===== config.mk =====
export PLATFORM = sky130hd
export DESIGN_NAME = pid_with_windup_modes_unit
export DESIGN_NICKNAME = d
export VERILOG_FILES = /design/src/pidwm_pkg.sv /design/src/pid_with_windup_modes_unit.sv
export SDC_FILE = /design/constraint.sdc
export NUM_CORES = 2
export LEC_CHECK = 0
export CORE_UTILIZATION = 50
export CTS_CLUSTER_DIAMETER = 120
export DETAILED_ROUTE_END_ITERATION = 7
export DONT_BUFFER_PORTS = 1
export PLACE_DENSITY_LB_ADDON = 0.25
export SYNTH_ARGS = -nofsm -noshare
export SYNTH_HDL_FRONTEND = slang
export SYNTH_SLANG_ARGS = --single-unit
export TNS_END_PERCENT = 1

===== constraint.sdc =====
create_clock -name clk -period 12.43 [get_ports clk]
set_input_delay 0.6215 -clock clk [delete_from_list [all_inputs] [get_ports clk]]
set_output_delay 0.6215 -clock clk [all_outputs]
set_load 0.005 [all_outputs]

===== src/pidwm_pkg.sv =====
`default_nettype none

package pidwm_pkg;

	localparam int DATA_W    = 32;
	localparam int ACC_W     = 48;
	localparam int FRAC_W    = 16;
	localparam int MUL_W     = 32;
	localparam int MC_W      = ACC_W + 1;
	localparam int HI_W      = MC_W + 1;
	localparam int PROD_W    = HI_W + MUL_W;
	localparam int TRAP_DIV  = 2000;
	localparam int REM_W     = $clog2(TRAP_DIV);

	localparam int REG_IDX_W = 3;
	localparam int S_DATA_W  = 2 * DATA_W;
	localparam int S_USER_W  = 3;
	localparam int M_DATA_W  = 5 * DATA_W;
	localparam int M_USER_W  = 5;

	localparam logic [REG_IDX_W-1:0] REG_CONTROL_MODE = 3'd0;
	localparam logic [REG_IDX_W-1:0] REG_GAIN_P       = 3'd1;
	localparam logic [REG_IDX_W-1:0] REG_GAIN_I       = 3'd2;
	localparam logic [REG_IDX_W-1:0] REG_GAIN_D       = 3'd3;
	localparam logic [REG_IDX_W-1:0] REG_WINDUP_UPPER = 3'd4;
	localparam logic [REG_IDX_W-1:0] REG_WINDUP_LOWER = 3'd5;
	localparam logic [REG_IDX_W-1:0] REG_OUTPUT_UPPER = 3'd6;
	localparam logic [REG_IDX_W-1:0] REG_OUTPUT_LOWER = 3'd7;

	localparam logic [1:0] WM_NORMAL  = 2'd0;
	localparam logic [1:0] WM_CLAMPED = 2'd1;
	localparam logic [1:0] WM_HELD    = 2'd2;
	localparam logic [1:0] WM_CLEARED = 2'd3;

	localparam logic [2:0] ACT_NORMAL    = 3'd0;
	localparam logic [2:0] ACT_CLAMP_POS = 3'd1;
	localparam logic [2:0] ACT_CLAMP_NEG = 3'd2;
	localparam logic [2:0] ACT_HELD      = 3'd3;
	localparam logic [2:0] ACT_CLEARED   = 3'd4;
	localparam logic [2:0] ACT_INIT      = 3'd5;

	typedef enum logic [3:0] {
		ST_IDLE,
		ST_ERR,
		ST_ACT,
		ST_MUL_P,
		ST_FIN_P,
		ST_MUL_D,
		ST_FIN_D,
		ST_MUL_T,
		ST_FIN_T,
		ST_DIV,
		ST_ACC,
		ST_MUL_I,
		ST_FIN_I,
		ST_SUM,
		ST_OUT
	} state_t;

	typedef struct packed {
		logic in_ready;
		logic mul_step;
		logic div_step;
		logic out_load;
	} ctrl_t;

endpackage

`default_nettype wire


===== src/pid_with_windup_modes_unit.sv =====
// Channel   Direction  Ports                           Word
// s_*       in         s_tvalid s_tready s_tdata s_tuser  one sample tick
// m_*       out        m_tvalid m_tready m_tdata m_tuser  one controller result
// wr_*      in         wr_en wr_index wr_data          register write, no read-back
//
// One shared shift-add multiplier retires one multiplier bit per cycle over four products
// when the integrator integrates and over three when it holds, clears or is initialized;
// the restoring divider for the trapezoid, used only when it integrates, retires one
// quotient bit per cycle. A new word is accepted only once the last one has been
// loaded into the output register.
// Reset zeroes mode, gains, integrator and stored error; limits reset to full range.
// A finished word waits in the output register; the next word is accepted meanwhile.
`default_nettype none

module pid_with_windup_modes_unit #(
	parameter int PERIOD_MS = 100
) (
	input  logic                            clk,
	input  logic                            arst_n,
	input  logic                            wr_en,
	input  logic [pidwm_pkg::REG_IDX_W-1:0] wr_index,
	input  logic [pidwm_pkg::DATA_W-1:0]    wr_data,
	input  logic                            s_tvalid,
	output logic                            s_tready,
	// process_value, setpoint
	input  logic [pidwm_pkg::S_DATA_W-1:0]  s_tdata,
	// init_request, hold_positive, hold_negative
	input  logic [pidwm_pkg::S_USER_W-1:0]  s_tuser,
	output logic                            m_tvalid,
	input  logic                            m_tready,
	// control_value, error_value, p_term, i_term, d_term
	output logic [pidwm_pkg::M_DATA_W-1:0]  m_tdata,
	// integrator_action[2:0], output_high_flag, output_low_flag
	output logic [pidwm_pkg::M_USER_W-1:0]  m_tuser
);

	import pidwm_pkg::*;

	localparam int PER_W = $clog2(PERIOD_MS + 1);
	localparam int DVD_W = DATA_W + PER_W;
	localparam int CNT_W = $clog2((DVD_W > MUL_W) ? DVD_W : MUL_W);
	localparam logic [MUL_W-1:0] PERIOD_V = MUL_W'(PERIOD_MS);

	state_t state_q, state_d;
	ctrl_t  ctrl;

	logic        [2:0]        control_mode_q;
	logic signed [DATA_W-1:0] gain_p_q, gain_i_q, gain_d_q;
	logic signed [DATA_W-1:0] wu_hi_q, wu_lo_q, out_hi_q, out_lo_q;
	logic signed [ACC_W-1:0]  integral_q;
	logic signed [DATA_W-1:0] last_err_q;
	logic                     out_valid_q;

	logic signed [DATA_W-1:0] pv_q, sp_q;
	logic                     init_q, hpos_q, hneg_q;
	logic signed [DATA_W-1:0] err_q, p_q, d_q, i_q;
	logic        [2:0]        action_q;
	logic signed [DATA_W+1:0] cv_q;

	logic signed [MC_W-1:0]   mcand_q;
	logic        [MUL_W-1:0]  mplier_q;
	logic signed [HI_W-1:0]   hi_q;
	logic        [MUL_W-1:0]  lo_q;
	logic        [CNT_W-1:0]  cnt_q;

	logic        [DVD_W-1:0]  dvd_q;
	logic        [REM_W-1:0]  rem_q;
	logic                     neg_q;

	logic        [M_DATA_W-1:0] out_data_q;
	logic        [M_USER_W-1:0] out_user_q;

	function automatic logic signed [DATA_W-1:0] sat_diff(input logic [DATA_W:0] v);
		if (v[DATA_W] == v[DATA_W-1]) begin
			return v[DATA_W-1:0];
		end
		return v[DATA_W] ? {1'b1, {(DATA_W-1){1'b0}}} : {1'b0, {(DATA_W-1){1'b1}}};
	endfunction

	function automatic logic signed [DATA_W-1:0] sat_prod(
		input logic [PROD_W-FRAC_W-1:0] v
	);
		logic [PROD_W-FRAC_W-DATA_W:0] top;
		top = v[PROD_W-FRAC_W-1:DATA_W-1];
		if (&top || ~|top) begin
			return v[DATA_W-1:0];
		end
		return v[PROD_W-FRAC_W-1] ? {1'b1, {(DATA_W-1){1'b0}}}
			: {1'b0, {(DATA_W-1){1'b1}}};
	endfunction

	function automatic logic signed [ACC_W-1:0] sat_acc(input logic [ACC_W+1:0] v);
		logic [2:0] top;
		top = v[ACC_W+1:ACC_W-1];
		if (&top || ~|top) begin
			return v[ACC_W-1:0];
		end
		return v[ACC_W+1] ? {1'b1, {(ACC_W-1){1'b0}}} : {1'b0, {(ACC_W-1){1'b1}}};
	endfunction

	logic signed [DATA_W:0]      diff;
	logic signed [DATA_W:0]      err_step;
	logic signed [DATA_W:0]      trap_in;
	logic signed [DATA_W-1:0]    trap_src;
	logic        [2:0]           action_d;
	logic                        at_pos, at_neg, d_pos, d_neg, beyond, hold;
	logic signed [HI_W-1:0]      mc_ext, addend, mul_sum;
	logic        [PROD_W-1:0]    prod;
	logic signed [DATA_W-1:0]    prod_sat;
	logic        [REM_W:0]       rem_sh;
	logic                        rem_ge;
	logic        [REM_W:0]       rem_nx;
	logic signed [DVD_W:0]       trap_s;
	logic signed [ACC_W+1:0]     acc_sum;
	logic signed [ACC_W-1:0]     acc_sat;
	logic signed [DATA_W+1:0]    pid_sum;
	logic                        flag_hi, flag_lo;
	logic signed [DATA_W-1:0]    out_val;

	always_comb begin
		if (control_mode_q[2]) begin
			diff = (DATA_W+1)'(pv_q) - (DATA_W+1)'(sp_q);
		end else begin
			diff = (DATA_W+1)'(sp_q) - (DATA_W+1)'(pv_q);
		end
		err_step = (DATA_W+1)'(err_q) - (DATA_W+1)'(last_err_q);
	end

	always_comb begin
		at_pos = err_q > wu_hi_q;
		at_neg = err_q < wu_lo_q;
		d_pos  = hpos_q && (err_q > 0);
		d_neg  = hneg_q && (err_q < 0);
		beyond = at_pos || at_neg;
		hold   = d_pos || d_neg;
		if (control_mode_q[1:0] == WM_NORMAL && !hold) begin
			action_d = ACT_NORMAL;
		end else if (control_mode_q[1:0] == WM_CLAMPED && beyond) begin
			action_d = at_pos ? ACT_CLAMP_POS : ACT_CLAMP_NEG;
		end else if (control_mode_q[1:0] == WM_CLEARED && beyond) begin
			action_d = ACT_CLEARED;
		end else if (hold) begin
			action_d = ACT_HELD;
		end else if (control_mode_q[1:0] == WM_HELD && beyond) begin
			action_d = ACT_HELD;
		end else begin
			action_d = ACT_NORMAL;
		end
		if (init_q) begin
			action_d = ACT_INIT;
		end
	end

	always_comb begin
		case (action_q)
			ACT_CLAMP_POS: trap_src = wu_hi_q;
			ACT_CLAMP_NEG: trap_src = wu_lo_q;
			default:       trap_src = err_q;
		endcase
		trap_in = (DATA_W+1)'(trap_src) + (DATA_W+1)'(last_err_q);
	end

	// Signed shift-add product; the top multiplier bit carries negative weight.
	always_comb begin
		mc_ext   = HI_W'(mcand_q);
		addend   = mplier_q[0] ? mc_ext : '0;
		mul_sum  = (cnt_q == '0) ? hi_q - addend : hi_q + addend;
		prod     = {hi_q, lo_q};
		prod_sat = sat_prod(prod[PROD_W-1:FRAC_W]);
	end

	always_comb begin
		rem_sh = {rem_q, dvd_q[DVD_W-1]};
		rem_ge = rem_sh >= (REM_W+1)'(TRAP_DIV);
		rem_nx = rem_ge ? rem_sh - (REM_W+1)'(TRAP_DIV) : rem_sh;
		// A negative dividend was complemented, so complementing the quotient floors it.
		trap_s  = neg_q ? ~{1'b0, dvd_q} : {1'b0, dvd_q};
		acc_sum = (ACC_W+2)'(integral_q) + (ACC_W+2)'(trap_s);
		acc_sat = sat_acc(acc_sum);
	end

	always_comb begin
		pid_sum = (DATA_W+2)'(p_q) + (DATA_W+2)'(i_q) + (DATA_W+2)'(d_q);
		flag_hi = cv_q > (DATA_W+2)'(out_hi_q);
		flag_lo = cv_q < (DATA_W+2)'(out_lo_q);
		if (flag_hi) begin
			out_val = out_hi_q;
		end else if (flag_lo) begin
			out_val = out_lo_q;
		end else begin
			out_val = cv_q[DATA_W-1:0];
		end
	end

	always_comb begin
		state_d = state_q;
		case (state_q)
			ST_IDLE:  if (s_tvalid) state_d = ST_ERR;
			ST_ERR:   state_d = ST_ACT;
			ST_ACT:   state_d = ST_MUL_P;
			ST_MUL_P: if (cnt_q == '0) state_d = ST_FIN_P;
			ST_FIN_P: state_d = ST_MUL_D;
			ST_MUL_D: if (cnt_q == '0) state_d = ST_FIN_D;
			ST_FIN_D: begin
				if (action_q == ACT_INIT || action_q == ACT_CLEARED
						|| action_q == ACT_HELD) begin
					state_d = ST_MUL_I;
				end else begin
					state_d = ST_MUL_T;
				end
			end
			ST_MUL_T: if (cnt_q == '0) state_d = ST_FIN_T;
			ST_FIN_T: state_d = ST_DIV;
			ST_DIV:   if (cnt_q == '0) state_d = ST_ACC;
			ST_ACC:   state_d = ST_MUL_I;
			ST_MUL_I: if (cnt_q == '0) state_d = ST_FIN_I;
			ST_FIN_I: state_d = ST_SUM;
			ST_SUM:   state_d = ST_OUT;
			ST_OUT:   if (!out_valid_q || m_tready) state_d = ST_IDLE;
			default:  state_d = ST_IDLE;
		endcase
	end

	always_comb begin
		ctrl = '0;
		case (state_q)
			ST_IDLE: ctrl.in_ready = 1'b1;
			ST_MUL_P, ST_MUL_D, ST_MUL_T, ST_MUL_I: ctrl.mul_step = 1'b1;
			ST_DIV:  ctrl.div_step = 1'b1;
			ST_OUT:  ctrl.out_load = !out_valid_q || m_tready;
			default: ctrl = '0;
		endcase
	end

	always_ff @(posedge clk or negedge arst_n) begin
		if (!arst_n) begin
			state_q        <= ST_IDLE;
			control_mode_q <= '0;
			gain_p_q       <= '0;
			gain_i_q       <= '0;
			gain_d_q       <= '0;
			wu_hi_q        <= {1'b0, {(DATA_W-1){1'b1}}};
			wu_lo_q        <= {1'b1, {(DATA_W-1){1'b0}}};
			out_hi_q       <= {1'b0, {(DATA_W-1){1'b1}}};
			out_lo_q       <= {1'b1, {(DATA_W-1){1'b0}}};
			integral_q     <= '0;
			last_err_q     <= '0;
			out_valid_q    <= 1'b0;
		end else begin
			state_q <= state_d;
			if (wr_en) begin
				case (wr_index)
					REG_CONTROL_MODE: control_mode_q <= wr_data[2:0];
					REG_GAIN_P:       gain_p_q       <= wr_data;
					REG_GAIN_I:       gain_i_q       <= wr_data;
					REG_GAIN_D:       gain_d_q       <= wr_data;
					REG_WINDUP_UPPER: wu_hi_q        <= wr_data;
					REG_WINDUP_LOWER: wu_lo_q        <= wr_data;
					REG_OUTPUT_UPPER: out_hi_q       <= wr_data;
					REG_OUTPUT_LOWER: out_lo_q       <= wr_data;
					default: ;
				endcase
			end
			if (state_q == ST_FIN_D
					&& (action_q == ACT_INIT || action_q == ACT_CLEARED)) begin
				integral_q <= '0;
			end
			if (state_q == ST_ACC) begin
				integral_q <= acc_sat;
			end
			if (state_q == ST_SUM) begin
				last_err_q <= err_q;
			end
			if (ctrl.out_load) begin
				out_valid_q <= 1'b1;
			end else if (m_tready) begin
				out_valid_q <= 1'b0;
			end
		end
	end

	always_ff @(posedge clk) begin
		if (ctrl.in_ready && s_tvalid) begin
			pv_q   <= s_tdata[DATA_W-1:0];
			sp_q   <= s_tdata[2*DATA_W-1:DATA_W];
			init_q <= s_tuser[0];
			hpos_q <= s_tuser[1];
			hneg_q <= s_tuser[2];
		end
		if (ctrl.mul_step) begin
			hi_q     <= {mul_sum[HI_W-1], mul_sum[HI_W-1:1]};
			lo_q     <= {mul_sum[0], lo_q[MUL_W-1:1]};
			mplier_q <= {1'b0, mplier_q[MUL_W-1:1]};
			cnt_q    <= cnt_q - 1'b1;
		end
		if (ctrl.div_step) begin
			rem_q <= rem_nx[REM_W-1:0];
			dvd_q <= {dvd_q[DVD_W-2:0], rem_ge};
			cnt_q <= cnt_q - 1'b1;
		end
		if (ctrl.out_load) begin
			out_data_q <= {d_q, i_q, p_q, err_q, out_val};
			out_user_q <= {flag_lo, flag_hi, action_q};
		end
		case (state_q)
			ST_ERR: err_q <= sat_diff(diff);
			ST_ACT: begin
				action_q <= action_d;
				mcand_q  <= MC_W'(err_q);
				mplier_q <= gain_p_q;
				hi_q     <= '0;
				cnt_q    <= CNT_W'(MUL_W - 1);
			end
			ST_FIN_P: begin
				p_q      <= prod_sat;
				mcand_q  <= MC_W'(err_step);
				mplier_q <= gain_d_q;
				hi_q     <= '0;
				cnt_q    <= CNT_W'(MUL_W - 1);
			end
			ST_FIN_D: begin
				d_q   <= prod_sat;
				hi_q  <= '0;
				cnt_q <= CNT_W'(MUL_W - 1);
				if (action_q == ACT_INIT || action_q == ACT_CLEARED) begin
					mcand_q  <= '0;
					mplier_q <= gain_i_q;
				end else if (action_q == ACT_HELD) begin
					mcand_q  <= MC_W'(integral_q);
					mplier_q <= gain_i_q;
				end else begin
					mcand_q  <= MC_W'(trap_in);
					mplier_q <= PERIOD_V;
				end
			end
			ST_FIN_T: begin
				neg_q <= prod[DVD_W];
				dvd_q <= prod[DVD_W] ? ~prod[DVD_W-1:0] : prod[DVD_W-1:0];
				rem_q <= '0;
				cnt_q <= CNT_W'(DVD_W - 1);
			end
			ST_ACC: begin
				mcand_q  <= MC_W'(acc_sat);
				mplier_q <= gain_i_q;
				hi_q     <= '0;
				cnt_q    <= CNT_W'(MUL_W - 1);
			end
			ST_FIN_I: i_q <= prod_sat;
			ST_SUM:   cv_q <= init_q ? '0 : pid_sum;
			default: ;
		endcase
	end

	assign s_tready = ctrl.in_ready;
	assign m_tvalid = out_valid_q;
	assign m_tdata  = out_data_q;
	assign m_tuser  = out_user_q;

	a_accept_starts: assert property (@(posedge clk) disable iff (!arst_n)
		(s_tvalid && s_tready) |=> (state_q == ST_ERR))
		else $error("Accepted word did not start the error step.");

	a_rem_bound: assert property (@(posedge clk) disable iff (!arst_n)
		(state_q == ST_DIV) |-> (rem_q < REM_W'(TRAP_DIV)))
		else $error("Divider remainder reached the divisor.");

	a_out_source: assert property (@(posedge clk) disable iff (!arst_n)
		$rose(m_tvalid) |-> ($past(state_q) == ST_OUT))
		else $error("Output became valid outside the output step.");

	a_zero_integral: assert property (@(posedge clk) disable iff (!arst_n)
		(state_q == ST_FIN_D && (action_q == ACT_INIT || action_q == ACT_CLEARED))
		|=> (integral_q == '0))
		else $error("Integrator not cleared on init or clear.");

	a_zero_i_term: assert property (@(posedge clk) disable iff (!arst_n)
		(m_tvalid && (m_tuser[2:0] == ACT_INIT || m_tuser[2:0] == ACT_CLEARED))
		|-> (m_tdata[4*DATA_W-1:3*DATA_W] == '0))
		else $error("Nonzero I term after the integrator was cleared.");

endmodule

`default_nettype wire

==> reports/results.ini <==
[worst_setup_path]
cp_data_arrival_time_ns = 6.51
crit_path_max_fanout = 66
critPathLaunchType = flip-flop
critical_path.max_stage_delay_ns = 0.52
crit_family = compound AO/OA/AOI/OAI gates
worst_ep_required_time_ns = 12.99
worst_setup_path_end_kind = flip-flop
path_class = flip-flop to flip-flop
crit_buf_inv = 2
critPathSlowestCell = buf_4
crit_chain = buf_4 > inv_1 > o21ai_0 > or3_1 > nand2_1 > nand2_1 > o211ai_1 > ha_1 > a21o_1 > a221o_1 > o41ai_1 > o21ai_1 > a31oi_2 > o21ai_0 > a21o_1 > a21oi_1 > nor4_1 > or3b_2

[cts]
cts-root-buf = clkbuf_16
ctsResizeCount = 0
path_clk_slew_ns = 0.06
cts_tree = yes
cts_buffers = 100
cts_sinks = 927
clock_latency_ns = 0.73
cts_setup_buffers = 0
cts-hold-fix-buffers = 72
htreeDepth = 3
cts_max_path_buffers = 3

[sta]
setup_viol = 0
slew_headroom_pct = 17.98
rsz0062_at_grt = false
skew_ns = 0.07160
finalCriticalPeriod_ns = 5.947
fin_tns_setup_ns = 0
fin_ws_ns = 6.483
worst_pin_slew_ns = 1.227
hold_ws_ns = 0.03586
max_freq_ghz = 0.1682
finalMaxSlewViolations = 0
finalCritPeriodShare_pct = 47.84
hold_viol_final = 0

[layout]
register_area_um2 = 25760
multi_input_area_um2 = 27100
fillers = 9349
drive_above_1_share_pct = 10.58
stdcell_count = 6769
design_area_um2 = 60470
areaGrowthSynthToFinish_pct = 10.19
final_util_pct = 55.56
fin_nets = 5804

[grt]
use_met1_pct = 37.61
grt.total_usage_pct = 28.29
busiest_layer = met2
grt-ovfl-total = 0
grt_antenna_before_repair = 8
grt_use_met2_pct = 45.78
grt_max_degree = 249
grt_pass1_wl_um = 241700
use_met3_pct = 5.012
grt_pass1_vias = 40130

[pwr]
p_int_mw = 9.079
total_power_mw = 15.84
p_switching_mw = 6.765
clockPowerShare_pct = 19.3
p_per_area_nw_per_um2 = 262.0
worst_ir_drop_vdd_v = 0.0001887
switching_share_pct = 42.70
p_comb_share_pct = 47.8
p_leak_nw = 25.09
power.share.sequential_pct = 32.9

[logic_synthesis]
synth_top_flop_cell = edfxtp_1
synth_common_cells = edfxtp_1, nand2_1, ha_1
synth.distinct_cells = 106
synth_seq_area_share_pct = 46.93
ys_warn_count = 0
async_reset_ff_share_pct = 33.66
synth_edf_count = 555
netlist_area_um2 = 54880
synth.area.top_cells = edfxtp_1, dfrtp_1, ha_1, mux2_2, nand2_1
ys_ff_latch = 927
synthCells = 5252
synth_top_cell_by_area = edfxtp_1
yosys.area.top_type_share_pct = 30.37
yosysMostFrequentCell = edfxtp_1
avgSynthCellArea_um2 = 10.45
syn_nets = 5790

[routing]
drc = 0
vias = 41010
first_pass_iters = 5
ant_nets = 0
drt-wirelength-per-cell_um = 23.42
wl_um = 158500
vias_per_cell = 6.059
drt_iter0_markers = 3580

[place]
gp_congestion = 0.9623
hpwl_um = 114700
postPlaceCellArea_um2 = 56300
pre_cts_slack_ns = 6.661
placed_cells = 6504
place.port_buffers = 0

[die]
rows = 121
start_util_pct = 50.42
die_w_um = 333.3
pin_count = 274
die-height_um = 333.3
dieArea_um2 = 111100
core_um2 = 108900

[outcome]
status = finished clean

[hold_path]
hp-class = input port to flip-flop

[flow_run]
max-cap-violations = 0

-- registers in the layout, indices dropped and copies added, names as in the netlist, 34 cells and up --
name / count
cv_q: 34
dvd_q: 39
hi_q: 49
integral_q: 48
m_tdata: 160
mcand_q: 48
-- worst register-to-register path, cell delays in order (launching register included) --
cell      delay, ns
edfxtp_1       0.32
buf_4          0.52
inv_1          0.47
o21ai_0        0.48
or3_1          0.27
nand2_1        0.11
nand2_1        0.36
o211ai_1       0.20
ha_1           0.39
a21o_1         0.19
a221o_1        0.37
o41ai_1        0.25
o21ai_1        0.25
a31oi_2        0.35
o21ai_0        0.24
a21o_1         0.22
a21oi_1        0.28
nor4_1         0.08
or3b_2         0.45
-- cell type report --
type / instances / area share [%]
Antenna cell: 4 / 0.01655
Clock buffer: 130 / 4.490
Clock inverter: 57 / 1.078
Inverter: 325 / 2.019
Multi-Input combinational cell: 3777 / 44.81
Sequential cell: 927 / 42.59
Tap cell: 1414 / 2.926
Timing Repair Buffer: 135 / 2.069
-- metal layers --
layer,part of all wire [%],wire (um),up-vias
met3,6.6,10410,305
met5,0.019,30,-
met1,43,67970,20040
li1,-,-,19230
met2,46,73520,1430
met4,4.1,6575,4
-- layout by cell type, fill, tap and decap left out, types with 61 or more instances in the layout --
master and n:
buf_4 61, xnor2_1 164, dfrtp_1 248, a21oi_1 369
nand2_1 546, xor2_1 145, nand4_1 76, ha_1 392
mux2_2 201, edfxtp_1 555, nand3_1 75, mux2i_1 74
dlygate4sd3_1 71, dfstp_2 64, a21o_1 214, o21ai_0 373
inv_1 320, nor2_1 258, clkbuf_16 100
-- power by group through the flow --
| stage | logic, mW | registers (mW) | clock network (mW) |
|---|---|---|---|
| after CTS | 7.50 | 5.20 | 3.10 |
| after global routing | 8.33 | 5.29 | 3.21 |
| after detailed placement | 7.41 | 5.25 | 0 |
| final | 7.57 | 5.21 | 3.06 |
| after floorplan | 5.58 | 4.90 | 0 |
| after global placement | 7.33 | 5.23 | 0 |
-- worst paths after layout --
| check | startpoint | depth (start not counted) | end | slack (ns) |
|---|---|---|---|---|
| worst max-delay path | mplier_q[0] | 18 | hi_q[36] | 6.48 |
| max in group asynchronous | arst_n | 3 | last_err_q[0] | 10.53 |
| worst min register to register | lo_q[14] | 0 | lo_q[13] | 0.46 |
| worst min-delay path | wr_data[18] | 2 | wu_hi_q[18] | 0.04 |
| min in group asynchronous | arst_n | 1 | out_hi_q[24] | 0.11 |
| worst max register to register | mplier_q[0] | 18 | hi_q[36] | 6.48 |
-- cells by family after synthesis --
logic type      Yosys count  share of synthesized area (%)
compound gates         1450                          16.96
simple gates           1280                          10.87
flops                   927                          46.93
buf+inv                 548                          3.878
fa+ha+maj               462                          10.92
xor+xnor                309                          4.931
mux                     276                          5.499
Power figures use the tool's default switching activity.
